==> src/rtl/core/signature_record_extractor_core_assert.svh <==
// Assertion macros for the signature record extractor core.
// Relies on clk and rst being in scope where the macros are used.
`ifndef SIGNATURE_RECORD_EXTRACTOR_CORE_ASSERT_SVH
`define SIGNATURE_RECORD_EXTRACTOR_CORE_ASSERT_SVH
`ifndef NO_ASSERTIONS
// Condition that must hold on every clock edge out of reset.
`define SRE_ASSERT(label, cond) \
  label: assert property (@(posedge clk) disable iff (rst) (cond)) \
    else $error("sre assertion failed");
// Condition in one cycle implies a consequence in the next.
`define SRE_ASSERT_NEXT(label, ante, cons) \
  label: assert property (@(posedge clk) disable iff (rst) (ante) |=> (cons)) \
    else $error("sre assertion failed");
`else
`define SRE_ASSERT(label, cond)
`define SRE_ASSERT_NEXT(label, ante, cons)
`endif
`endif

==> src/rtl/core/sre_pkg.sv <==
// Shared types and constants for the signature record extractor.
// No dependencies.
`timescale 1ns / 1ps

package sre_pkg;

  localparam int ADDR_BITS = 40;
  localparam int WORD_IDX_BITS = ADDR_BITS - 3;
  localparam int PADDR_BITS = 6;

  // Register indexes (byte address = 8 * index)
  localparam logic [2:0] REG_MAGIC        = 3'd0;
  localparam logic [2:0] REG_STRIDE       = 3'd1;
  localparam logic [2:0] REG_PID_OFF      = 3'd2;
  localparam logic [2:0] REG_PARENT_OFF   = 3'd3;
  localparam logic [2:0] REG_NAME_OFF     = 3'd4;
  localparam logic [2:0] REG_RECORD_WORDS = 3'd5;

  localparam logic [63:0] MAGIC_RESET        = 64'h0000_0000_0058_0003;
  localparam logic [3:0]  STRIDE_RESET       = 4'd2;
  localparam logic [7:0]  PID_OFF_RESET      = 8'd48;
  localparam logic [7:0]  PARENT_OFF_RESET   = 8'd82;
  localparam logic [7:0]  NAME_OFF_RESET     = 8'd92;
  localparam logic [7:0]  RECORD_WORDS_RESET = 8'd154;

  typedef struct packed {
    logic [63:0] magic_word;
    logic [3:0]  scan_stride_words;
    logic [7:0]  pid_word_offset;
    logic [7:0]  parent_word_offset;
    logic [7:0]  name_word_offset;
    logic [7:0]  record_words;
  } sre_cfg_t;

  typedef struct packed {
    logic [ADDR_BITS-1:0] record_address;
    logic [31:0]          process_id;
    logic [31:0]          parent_id;
    logic [63:0]          name_low;
    logic [63:0]          name_high;
  } sre_result_t;

  typedef struct packed {
    logic       in_record;
    logic [7:0] record_offset;
    logic [2:0] stride_phase;
  } sre_status_t;

endpackage

==> src/rtl/core/sre_cfg_regs.sv <==
// APB-style configuration registers of the signature record extractor.
// Depends on sre_pkg.
`timescale 1ns / 1ps

module sre_cfg_regs (
  input  logic                            clk,
  input  logic                            rst,
  input  logic                            psel,
  input  logic                            penable,
  input  logic                            pwrite,
  input  logic [sre_pkg::PADDR_BITS-1:0]  paddr,
  input  logic [63:0]                     pwdata,
  output logic [63:0]                     prdata,
  output logic                            pready,
  output sre_pkg::sre_cfg_t               cfg
);
  import sre_pkg::*;

  logic       wr_en;
  logic [2:0] reg_idx;

  assign pready  = 1'b1;
  assign wr_en   = psel && penable && pwrite;
  assign reg_idx = paddr[5:3];

  always_ff @(posedge clk) begin
    if (rst) begin
      cfg.magic_word         <= MAGIC_RESET;
      cfg.scan_stride_words  <= STRIDE_RESET;
      cfg.pid_word_offset    <= PID_OFF_RESET;
      cfg.parent_word_offset <= PARENT_OFF_RESET;
      cfg.name_word_offset   <= NAME_OFF_RESET;
      cfg.record_words       <= RECORD_WORDS_RESET;
    end else if (wr_en) begin
      unique case (reg_idx)
        REG_MAGIC:        cfg.magic_word         <= pwdata;
        REG_STRIDE:       cfg.scan_stride_words  <= pwdata[3:0];
        REG_PID_OFF:      cfg.pid_word_offset    <= pwdata[7:0];
        REG_PARENT_OFF:   cfg.parent_word_offset <= pwdata[7:0];
        REG_NAME_OFF:     cfg.name_word_offset   <= pwdata[7:0];
        REG_RECORD_WORDS: cfg.record_words       <= pwdata[7:0];
        default: ;
      endcase
    end
  end

  always_comb begin
    unique case (reg_idx)
      REG_MAGIC:        prdata = cfg.magic_word;
      REG_STRIDE:       prdata = {60'd0, cfg.scan_stride_words};
      REG_PID_OFF:      prdata = {56'd0, cfg.pid_word_offset};
      REG_PARENT_OFF:   prdata = {56'd0, cfg.parent_word_offset};
      REG_NAME_OFF:     prdata = {56'd0, cfg.name_word_offset};
      REG_RECORD_WORDS: prdata = {56'd0, cfg.record_words};
      default:          prdata = 64'd0;
    endcase
  end

endmodule

==> src/rtl/core/sre_scan.sv <==
// Scan state, signature compare and field capture for one image word.
// Depends on sre_pkg.
`timescale 1ns / 1ps

module sre_scan (
  input  logic                  clk,
  input  logic                  rst,
  input  sre_pkg::sre_cfg_t     cfg,
  input  logic [63:0]           word,
  input  logic                  step,
  output logic                  res_valid,
  output sre_pkg::sre_result_t  res,
  output sre_pkg::sre_status_t  status
);
  import sre_pkg::*;

  logic [WORD_IDX_BITS-1:0] word_count, word_count_next;
  logic                     in_record, in_record_next;
  logic [2:0]               stride_phase, stride_phase_next;
  logic [7:0]               record_offset, record_offset_next;
  logic [WORD_IDX_BITS-1:0] record_start, record_start_next;
  logic [31:0]              held_pid, held_pid_next;
  logic [31:0]              held_parent, held_parent_next;
  logic [63:0]              held_name_low, held_name_low_next;

  logic [3:0] stride_eff;
  logic [3:0] phase_inc;
  logic [8:0] off_inc;
  logic [8:0] name_high_off;

  always_comb begin
    // out-of-range strides clamp to 1..8
    if (cfg.scan_stride_words == 4'd0)     stride_eff = 4'd1;
    else if (cfg.scan_stride_words > 4'd8) stride_eff = 4'd8;
    else                                   stride_eff = cfg.scan_stride_words;

    phase_inc     = {1'b0, stride_phase} + 4'd1;
    off_inc       = {1'b0, record_offset} + 9'd1;
    name_high_off = {1'b0, cfg.name_word_offset} + 9'd1;

    word_count_next    = word_count + WORD_IDX_BITS'(1);
    in_record_next     = in_record;
    stride_phase_next  = stride_phase;
    record_offset_next = record_offset;
    record_start_next  = record_start;
    held_pid_next      = held_pid;
    held_parent_next   = held_parent;
    held_name_low_next = held_name_low;
    res_valid          = 1'b0;

    if (!in_record) begin
      if (stride_phase == 3'd0) begin
        if (word == cfg.magic_word) begin
          record_start_next = word_count;
          // one-word records end at once
          if (cfg.record_words > 8'd1) begin
            in_record_next     = 1'b1;
            record_offset_next = 8'd1;
          end
        end else begin
          stride_phase_next = (stride_eff > 4'd1) ? 3'd1 : 3'd0;
        end
      end else begin
        stride_phase_next = (phase_inc >= stride_eff) ? 3'd0 : phase_inc[2:0];
      end
    end else begin
      if (record_offset == cfg.pid_word_offset)    held_pid_next      = word[31:0];
      if (record_offset == cfg.parent_word_offset) held_parent_next   = word[31:0];
      if (record_offset == cfg.name_word_offset)   held_name_low_next = word;
      res_valid = ({1'b0, record_offset} == name_high_off);
      if (off_inc >= {1'b0, cfg.record_words}) begin
        in_record_next     = 1'b0;
        stride_phase_next  = 3'd0;
        record_offset_next = 8'd0;
      end else begin
        record_offset_next = off_inc[7:0];
      end
    end

    res.record_address = {record_start, 3'b000};
    res.process_id     = held_pid_next;
    res.parent_id      = held_parent_next;
    res.name_low       = held_name_low_next;
    res.name_high      = word;
  end

  always_ff @(posedge clk) begin
    if (rst) begin
      word_count    <= '0;
      in_record     <= 1'b0;
      stride_phase  <= 3'd0;
      record_offset <= 8'd0;
    end else if (step) begin
      word_count    <= word_count_next;
      in_record     <= in_record_next;
      stride_phase  <= stride_phase_next;
      record_offset <= record_offset_next;
    end
  end

  always_ff @(posedge clk) begin
    if (step) begin
      record_start  <= record_start_next;
      held_pid      <= held_pid_next;
      held_parent   <= held_parent_next;
      held_name_low <= held_name_low_next;
    end
  end

  assign status.in_record     = in_record;
  assign status.record_offset = record_offset;
  assign status.stride_phase  = stride_phase;

endmodule

==> src/rtl/core/signature_record_extractor_core.sv <==
// Top level of the signature record extractor core.
// Depends on sre_pkg, sre_cfg_regs, sre_scan and the assertion macro header.
`timescale 1ns / 1ps
//
// Usage notes
// - Input channel: image_word with image_valid / image_ready, one 64-bit
//   little-endian word of the memory image per item, in address order.
// - Output channel: record_valid / record_ready with record_address,
//   process_id, parent_id, name_low and name_high; one item per record whose
//   second name word lies inside the record.
// - Config: APB-style port, 64-bit registers at byte address 8 * index;
//   write only while the block is idle. pready is tied high.
// - Path: an accepted item waits in the input register and is tested there;
//   its result (if any) is loaded into the output register as it moves on.
// - Throughput: one word per cycle while no stall holds it, set by the single
//   compare-and-capture step between the input register and the output register.
// - Stall: a word that yields no result keeps flowing while the output
//   holds an untaken item; a word that yields one waits in the input
//   register until the output register frees, and image_ready drops.
// - Reset (rst, synchronous): scan restarts at word 0 in scanning mode,
//   registers return to their defaults, both channels are empty.
//
module signature_record_extractor_core (
  input  logic                              clk,
  input  logic                              rst,
  // image word channel
  input  logic                              image_valid,
  output logic                              image_ready,
  input  logic [63:0]                       image_word,
  // record channel
  output logic                              record_valid,
  input  logic                              record_ready,
  output logic [sre_pkg::ADDR_BITS-1:0]     record_address,
  output logic [31:0]                       process_id,
  output logic [31:0]                       parent_id,
  output logic [63:0]                       name_low,
  output logic [63:0]                       name_high,
  // configuration port
  input  logic                              psel,
  input  logic                              penable,
  input  logic                              pwrite,
  input  logic [sre_pkg::PADDR_BITS-1:0]    paddr,
  input  logic [63:0]                       pwdata,
  output logic [63:0]                       prdata,
  output logic                              pready
);
  import sre_pkg::*;

  `include "signature_record_extractor_core_assert.svh"

  sre_cfg_t    cfg;
  sre_result_t res;
  sre_status_t status;
  logic        res_valid;

  // input register
  logic        s1_valid;
  logic [63:0] s1_word;
  logic        s1_go;
  logic        step;

  sre_cfg_regs u_cfg (
    .clk     (clk),
    .rst     (rst),
    .psel    (psel),
    .penable (penable),
    .pwrite  (pwrite),
    .paddr   (paddr),
    .pwdata  (pwdata),
    .prdata  (prdata),
    .pready  (pready),
    .cfg     (cfg)
  );

  sre_scan u_scan (
    .clk       (clk),
    .rst       (rst),
    .cfg       (cfg),
    .word      (s1_word),
    .step      (step),
    .res_valid (res_valid),
    .res       (res),
    .status    (status)
  );

  // The held word may move on unless it makes a result and the output
  // register is still occupied by an item nobody has taken.
  assign s1_go       = !s1_valid || !res_valid || !record_valid || record_ready;
  assign step        = s1_valid && s1_go;
  assign image_ready = s1_go;

  always_ff @(posedge clk) begin
    if (rst) begin
      s1_valid <= 1'b0;
    end else if (s1_go) begin
      s1_valid <= image_valid;
    end
  end

  always_ff @(posedge clk) begin
    if (s1_go && image_valid) begin
      s1_word <= image_word;
    end
  end

  // output register
  always_ff @(posedge clk) begin
    if (rst) begin
      record_valid <= 1'b0;
    end else if (step && res_valid) begin
      record_valid <= 1'b1;
    end else if (record_ready) begin
      record_valid <= 1'b0;
    end
  end

  always_ff @(posedge clk) begin
    if (step && res_valid) begin
      record_address <= res.record_address;
      process_id     <= res.process_id;
      parent_id      <= res.parent_id;
      name_low       <= res.name_low;
      name_high      <= res.name_high;
    end
  end

  // a result only comes from inside an open record
  `SRE_ASSERT(a_result_in_record, !(s1_valid && res_valid) || status.in_record)
  // scanning always leaves the record offset cleared
  `SRE_ASSERT(a_offset_clear_scan, status.in_record || (status.record_offset == 8'd0))
  // a blocked word stays put in the input register
  `SRE_ASSERT_NEXT(a_blocked_word_held, s1_valid && !s1_go,
                   s1_valid && $stable(s1_word))

endmodule
==> config.mk <==
export PLATFORM = sky130hd
export DESIGN_NAME = signature_record_extractor_core
export DESIGN_NICKNAME = d
export VERILOG_FILES = /design/src/rtl/core/sre_pkg.sv /design/src/rtl/core/sre_cfg_regs.sv /design/src/rtl/core/sre_scan.sv /design/src/rtl/core/signature_record_extractor_core.sv
export VERILOG_INCLUDE_DIRS = /design/src /design/src/rtl/core
export SDC_FILE = /design/constraint.sdc
export NUM_CORES = 1
export LEC_CHECK = 0
export BUFFER_PORTS_ARGS = -buffer_cell sky130_fd_sc_hd__buf_2
export CORE_UTILIZATION = 40
export CTS_CLUSTER_SIZE = 25
export DETAILED_ROUTE_END_ITERATION = 10
export RECOVER_POWER = 50
export SYNTH_ARGS = -nofsm -noshare
export SYNTH_HDL_FRONTEND = slang
export SYNTH_SLANG_ARGS = --single-unit
==> constraint.sdc <==
create_clock -name clk -period 23.2 [get_ports clk]
set_input_delay 4.64 -clock clk [delete_from_list [all_inputs] [get_ports clk]]
set_output_delay 4.64 -clock clk [all_outputs]
set_load 0.02 [all_outputs]
Yosys cells after proc, flatten, opt, wreduce, memory -nomap -nowiden
Cells that the tools add are included.

Equality and inequality tests: 12. Mux-type cells: 28. Add/subtract/negate cells: 4. $lt $le $gt $ge: 5. Bitwise gates (word level): 1. Reduce and logical (&&, ||, !) cells: 27.

Operator list (number): $pmux 64 s6 (1); $mux 32 (4); $mux 64 (2); $eq 64x64->1 (1); $mux 8 (5); $add 37x1->37 const B (1); $eq 8x8->1 (3); $add 8x1->9 const B (2); $mux 3 (5); $reduce_and 2->1 (6); $eq 8x9->1 (1); $ge 9x8->1 (1); $mux 1 (9); $gt 8x1->1 const B (1); $mux 4 (2); $reduce_and 4->1 (2); $reduce_bool 2->1 (4); $eq 3x2->1 const B (2); $eq 3x3->1 const B (2); $logic_not 3->1 (2); $logic_and 1x1->1 (5); $add 3x1->4 const B (1); $ge 4x4->1 (1); $gt 4x1->1 const B (1); 9 further kinds (13).

Bits in registers: 609. Output and inout bits: 299. Input port bits: 141.

Logic depth before layout (Yosys ltp)
Word-level depth: 10. Mapped depth: 12.

Modules after synthesis
A second synthesis with hierarchy kept.

Cells, all modules: 1722. Area total of the unflattened synthesis: 24473.5 µm².

By module, submodules not included: sre_scan (cells each 853, seq. area each 5935.7 µm², instances 1, area an instance 10847.9 µm²); signature_record_extractor_core (cells each 308, seq. area each 8928.6 µm², instances 1, area an instance 8992.4 µm²); sre_cfg_regs (cells each 561, seq. area each 2001.9 µm², instances 1, area an instance 4633.2 µm²).

Worst setup path before layout
Ideal clock, no wire load.

Path kind: input to register. Start: input record_ready. End: register name_high[0] (enable). Stages: 5. Setup slack: 8131 ps. Setup time: 618 ps. Data arrival time: 14451 ps. Cells stage by stage: nor2b_1 a41oi_1 clkbuf_1 buf_1 and2_1.

Longest elaborated chain between the ends: 3.

Ends and longest elaborated chain: start: declaration (line signature_record_extractor_core.sv:32) `input logic record_ready,`; $logic_or 1x1->1 (line signature_record_extractor_core.sv:88) `assign s1_go = !s1_valid || !res_valid || !record_valid || record_ready;`; $logic_and 1x1->1 (line signature_record_extractor_core.sv:89) `assign step = s1_valid && s1_go;`; $logic_and 1x1->1 (line signature_record_extractor_core.sv:118) `if (step && res_valid) begin`; end signal: assignment (line signature_record_extractor_core.sv:123) `name_high <= res.name_high;`; end: declaration (line signature_record_extractor_core.sv:37) `output logic [63:0] name_high,`.

Every way passes these cells. A chain may end at the register's enable or synchronous reset.

Worst setup path in the final report
Start: input record_ready. End: register u_scan.word_count[32].

Longest elaborated chain between the ends: 2.

Ends and longest elaborated chain: $logic_or 1x1->1 (line signature_record_extractor_core.sv:88); $logic_and 1x1->1 (line signature_record_extractor_core.sv:89); end signal: assignment (line sre_scan.sv:94) `word_count <= word_count_next;`; end: declaration (line sre_scan.sv:17) `logic [WORD_IDX_BITS-1:0] word_count, word_count_next;`.

Every way passes these cells.

==> impl_metrics.yaml <==
outcome:
  outcome: "finished with violations"
  violations: "max-capacitance violations, max-slew violations"
floorplanning:
  io-pin-count: 440
  die-height_um: 245
  area_enclosed_by_the_die_boundary_um2: 60200
  placementRows: 88
  floorplan.initialDensity_pct: 40.8
  die_w_um: 245
  core_region_area_um2: 58100
cts:
  worst_setup_hold_path_clk_slew_ns: 0.06
  post_cts_resize_count: 0
  clk_path_buf_depth: 3
  cts_max_level: 3
  clkSinkCount: 609
  cts_root_buf: "clkbuf_16"
  cts_tree: "built"
  worstSkewPairLatency_ns: 0.61
  ctsHoldBuffers: 0
  cts-buffers-inserted: 67
  cts_setup_buffers: 0
setup_path:
  worst_r2r_path_depth: 9
  timing.critical_path.required_ns: 23.67
  timing.critical_path.from_type: "input port"
  critical_path.max_stage_delay_ns: 6.33
  crit_buf_inv: 2
  cp_max_fo: 158
  criticalPathCategory: "input port to flop"
  setup.worst_path.start: "record_ready"
  timing.critical_path.slowest_stage_cell: "clkbuf_1"
  worstReg2RegStart: "u_cfg.cfg[9]"
  critical_path.cell_chain: "buf_2, nor2b_1, a41oi_4, clkbuf_1, nand3_1, or4_1, a21oi_1"
  critPathCaptureType: "flop"
  critical_path_cell_count: 7
  cp_data_arrival_time_ns: 15.55
  critical-path-top-delay-family: "buffers and inverters"
timing:
  worst_slew_pin_tran_ns: 9.55
  fin_skew_ns: 0.0258
  finalSetupViolations: 0
  fmax_ghz: 0.0663
  final.hold.worst_slack_ns: 0.417
  finalSetupTns_ns: 0
  grt_setup_unrepaired: "false"
  timing_hold_violations_final: 0
  finalCritPeriodShare_pct: 65.0
  finalCriticalPeriod_ns: 15.07
  worst_slew_margin_rel_pct: -536
  slew_violations: 433
drt:
  drt_pass1_iterations: 4
  drcViolationCount: 0
  initialDrtViolationCount: 964
  vias_per_cell: 5.22
  routed-via-count: 15314
  detail-route-antenna-nets: 0
  post_detailed_routing_wire_length_um: 66500
  drt-wirelength-per-cell_um: 22.7
placed_design:
  hpwl_um: 45500
  io_buffers: 432
  finalWeightedCongestion: 0.862
global_route:
  grt_overflow_total: 0
  initial_antenna_violation_count: 13
  via_count_of_the_first_global_routing_pass: 15077
  grt_start_max_net_pins: 159
  grt_first_pass_wirelength_um: 96200
  grt.total_usage_pct: 21.6
logic_synthesis:
  synth_cell_type_count: 58
  seq_area_frac_synth_pct: 70.8
  ys_async_sr_fraction_pct: 0
  synth_cells: 1669
  postSynthRegisterBits: 609
  synthesis.yosys.warnings: 0
  synth_edf_count: 458
  syn_avg_cell_area_um2: 14.2
  synth_ff_type: "edfxtp_1"
  synth_area_um2: 23700
hold_path:
  min_path_cells: 0
  worst_hold_path_type: "flop to flop"
  hold_path_startpoint: "u_scan.record_start[17]"
power_and_ir_drop:
  max-vdd-ir-drop_mv: 0.0654
  power_density_nw_per_um2: 81.2
  total_leakage_power_nw: 10.5
finish:
  layout.area.seq_um2: 16800
  fin_nets: 2263
  multi_input_comb_area_um2: 6500
  syn2layout_area_growth_pct: 21.7
  n_fill_cell: 5095
  layout-drive-gt1-share_pct: 26.5
flow_run:
  maxCapViolCount: 7
## cells in the mapped netlist, types with 14 or more instances
master / count / area, um2
nand2_1: 162 / 608
or4_1: 17 / 128
o31ai_1: 20 / 150
and3_1: 17 / 106
mux2_2: 130 / 1460
xor2_1: 49 / 429
nor2b_1: 21 / 131
ha_1: 17 / 213
mux2i_1: 37 / 370
nor4_1: 14 / 87.6
a21oi_1: 90 / 450
nand3_1: 29 / 145
dfxtp_1: 151 / 3020
xnor2_1: 41 / 359
inv_1: 44 / 165
clkbuf_1: 74 / 278
nand4_1: 35 / 219
o21ai_0: 18 / 90.1
and2_1: 60 / 375
edfxtp_1: 458 / 13800
nor2_1: 62 / 233
## cell type report
class	count	share of cell area, %
Inverter	44	0.573
Multi-Input combinational cell	933	22.6
Antenna cell	8	0.0694
Timing Repair Buffer	450	7.67
Clock inverter	34	1.33
Tap cell	765	3.32
Clock buffer	90	6.33
Sequential cell	609	58.2
## power breakdown
part           internal [mW]  total (mW)  switching (mW)
Sequential              1.19        1.21          0.0201
Combinational         0.0249      0.0691          0.0442
Clock                  0.619        1.06           0.442
Total                   1.84        2.34           0.506
## state kept, by name (all words and copies together) (netlist names)
register              cells
u_scan.record_offset      8
u_scan.stride_phase       3
s1_valid                  1
name_high                64
u_scan.held_name_low     64
u_scan.in_record          1
name_low                 64
record_valid              1
u_scan.word_count        37
u_scan.held_parent       32
process_id               32
record_address           37
s1_word                  64
u_scan.held_pid          32
parent_id                32
u_scan.record_start      37
u_cfg.cfg               100
## final timing paths
| kind | endpoint | slack (ns) |
|---|---|---|
| worst max-delay path | u_scan.word_count[32] | 8.13 |
| worst min-delay path | record_address[20] | 0.42 |
| worst max register to register | u_scan.word_count[32] | 10.90 |
| worst min register to register | record_address[20] | 0.42 |
## layer usage
metal	up-vias	track usage (%)	share of wire, %	wire length, um
li1	7039	-	-	-
met1	7633	28.9	43	28500
met2	542	34.0	47	31400
met3	90	5.71	7.5	4990
met4	10	7.60	2.4	1620
met5	-	0	0.089	59
## stage by stage
step / instances / setup WS, ns / util (%) / total power, mW / area (um2)
4_1_cts: 2925 / 12.10 / 49.7 / 2.37 / 28900
2_1_floorplan: 1671 / 8.13 / - / 1.26 / 23700
5_1_grt: 2929 / 7.03 / 49.6 / 2.42 / 28800
6_report: 2933 / 8.13 / 49.6 / 2.34 / 28800
3_3_place_gp: 2801 / 12.12 / 46.0 / 1.30 / 26700
3_5_place_dp: 2801 / 12.11 / 46.0 / 1.30 / 26700
## kinds of logic (layout without fill, tap and decap cells)
kind of cell / count (synthesis) / in the layout / share of synthesized area (%)
AOI/OAI and AO/OA: 194 / 194 / 5.14
xor gates and xnor gates: 90 / 90 / 3.33
adders and majority gates: 17 / 17 / 0.898
buffers and inverters: 129 / 618 / 2.11
DFF: 609 / 609 / 70.8
muxes: 169 / 169 / 7.93
other: 2 / 12 / 0.0317
and+or+nand+nor: 459 / 459 / 9.76
## layout by cell type, fill, tap and decap left out, types with 7 or more instances in the layout
cell type	count
a21oi_1	90
a22oi_1	7
and2_1	59
and3_1	17
buf_2	385
buf_4	11
clkbuf_1	72
clkbuf_16	68
clkinv_2	12
dfxtp_1	151
diode_2	8
edfxtp_1	458
ha_1	17
inv_1	44
mux2_1	74
mux2_2	56
mux2i_1	37
nand2_1	162
nand2b_1	12
nand3_1	29
nand4_1	35
nor2_1	61
nor2b_1	20
nor3_1	7
nor4_1	10
o211ai_1	12
o21ai_0	18
o31ai_1	20
or3_1	7
or4_1	17
xnor2_1	41
xor2_1	49
## worst register-to-register path, cell delays in order (launching register included)
cell and delay (ns):
dfxtp_1 0.54, ha_1 0.32, nor2b_1 0.19, or4b_2 0.14
a32oi_1 0.14, a41oi_4 0.23, clkbuf_1 6.33, nand3_1 3.11
or4_1 1.03, a21oi_1 0.17
(Power assumes the default switching activity.)
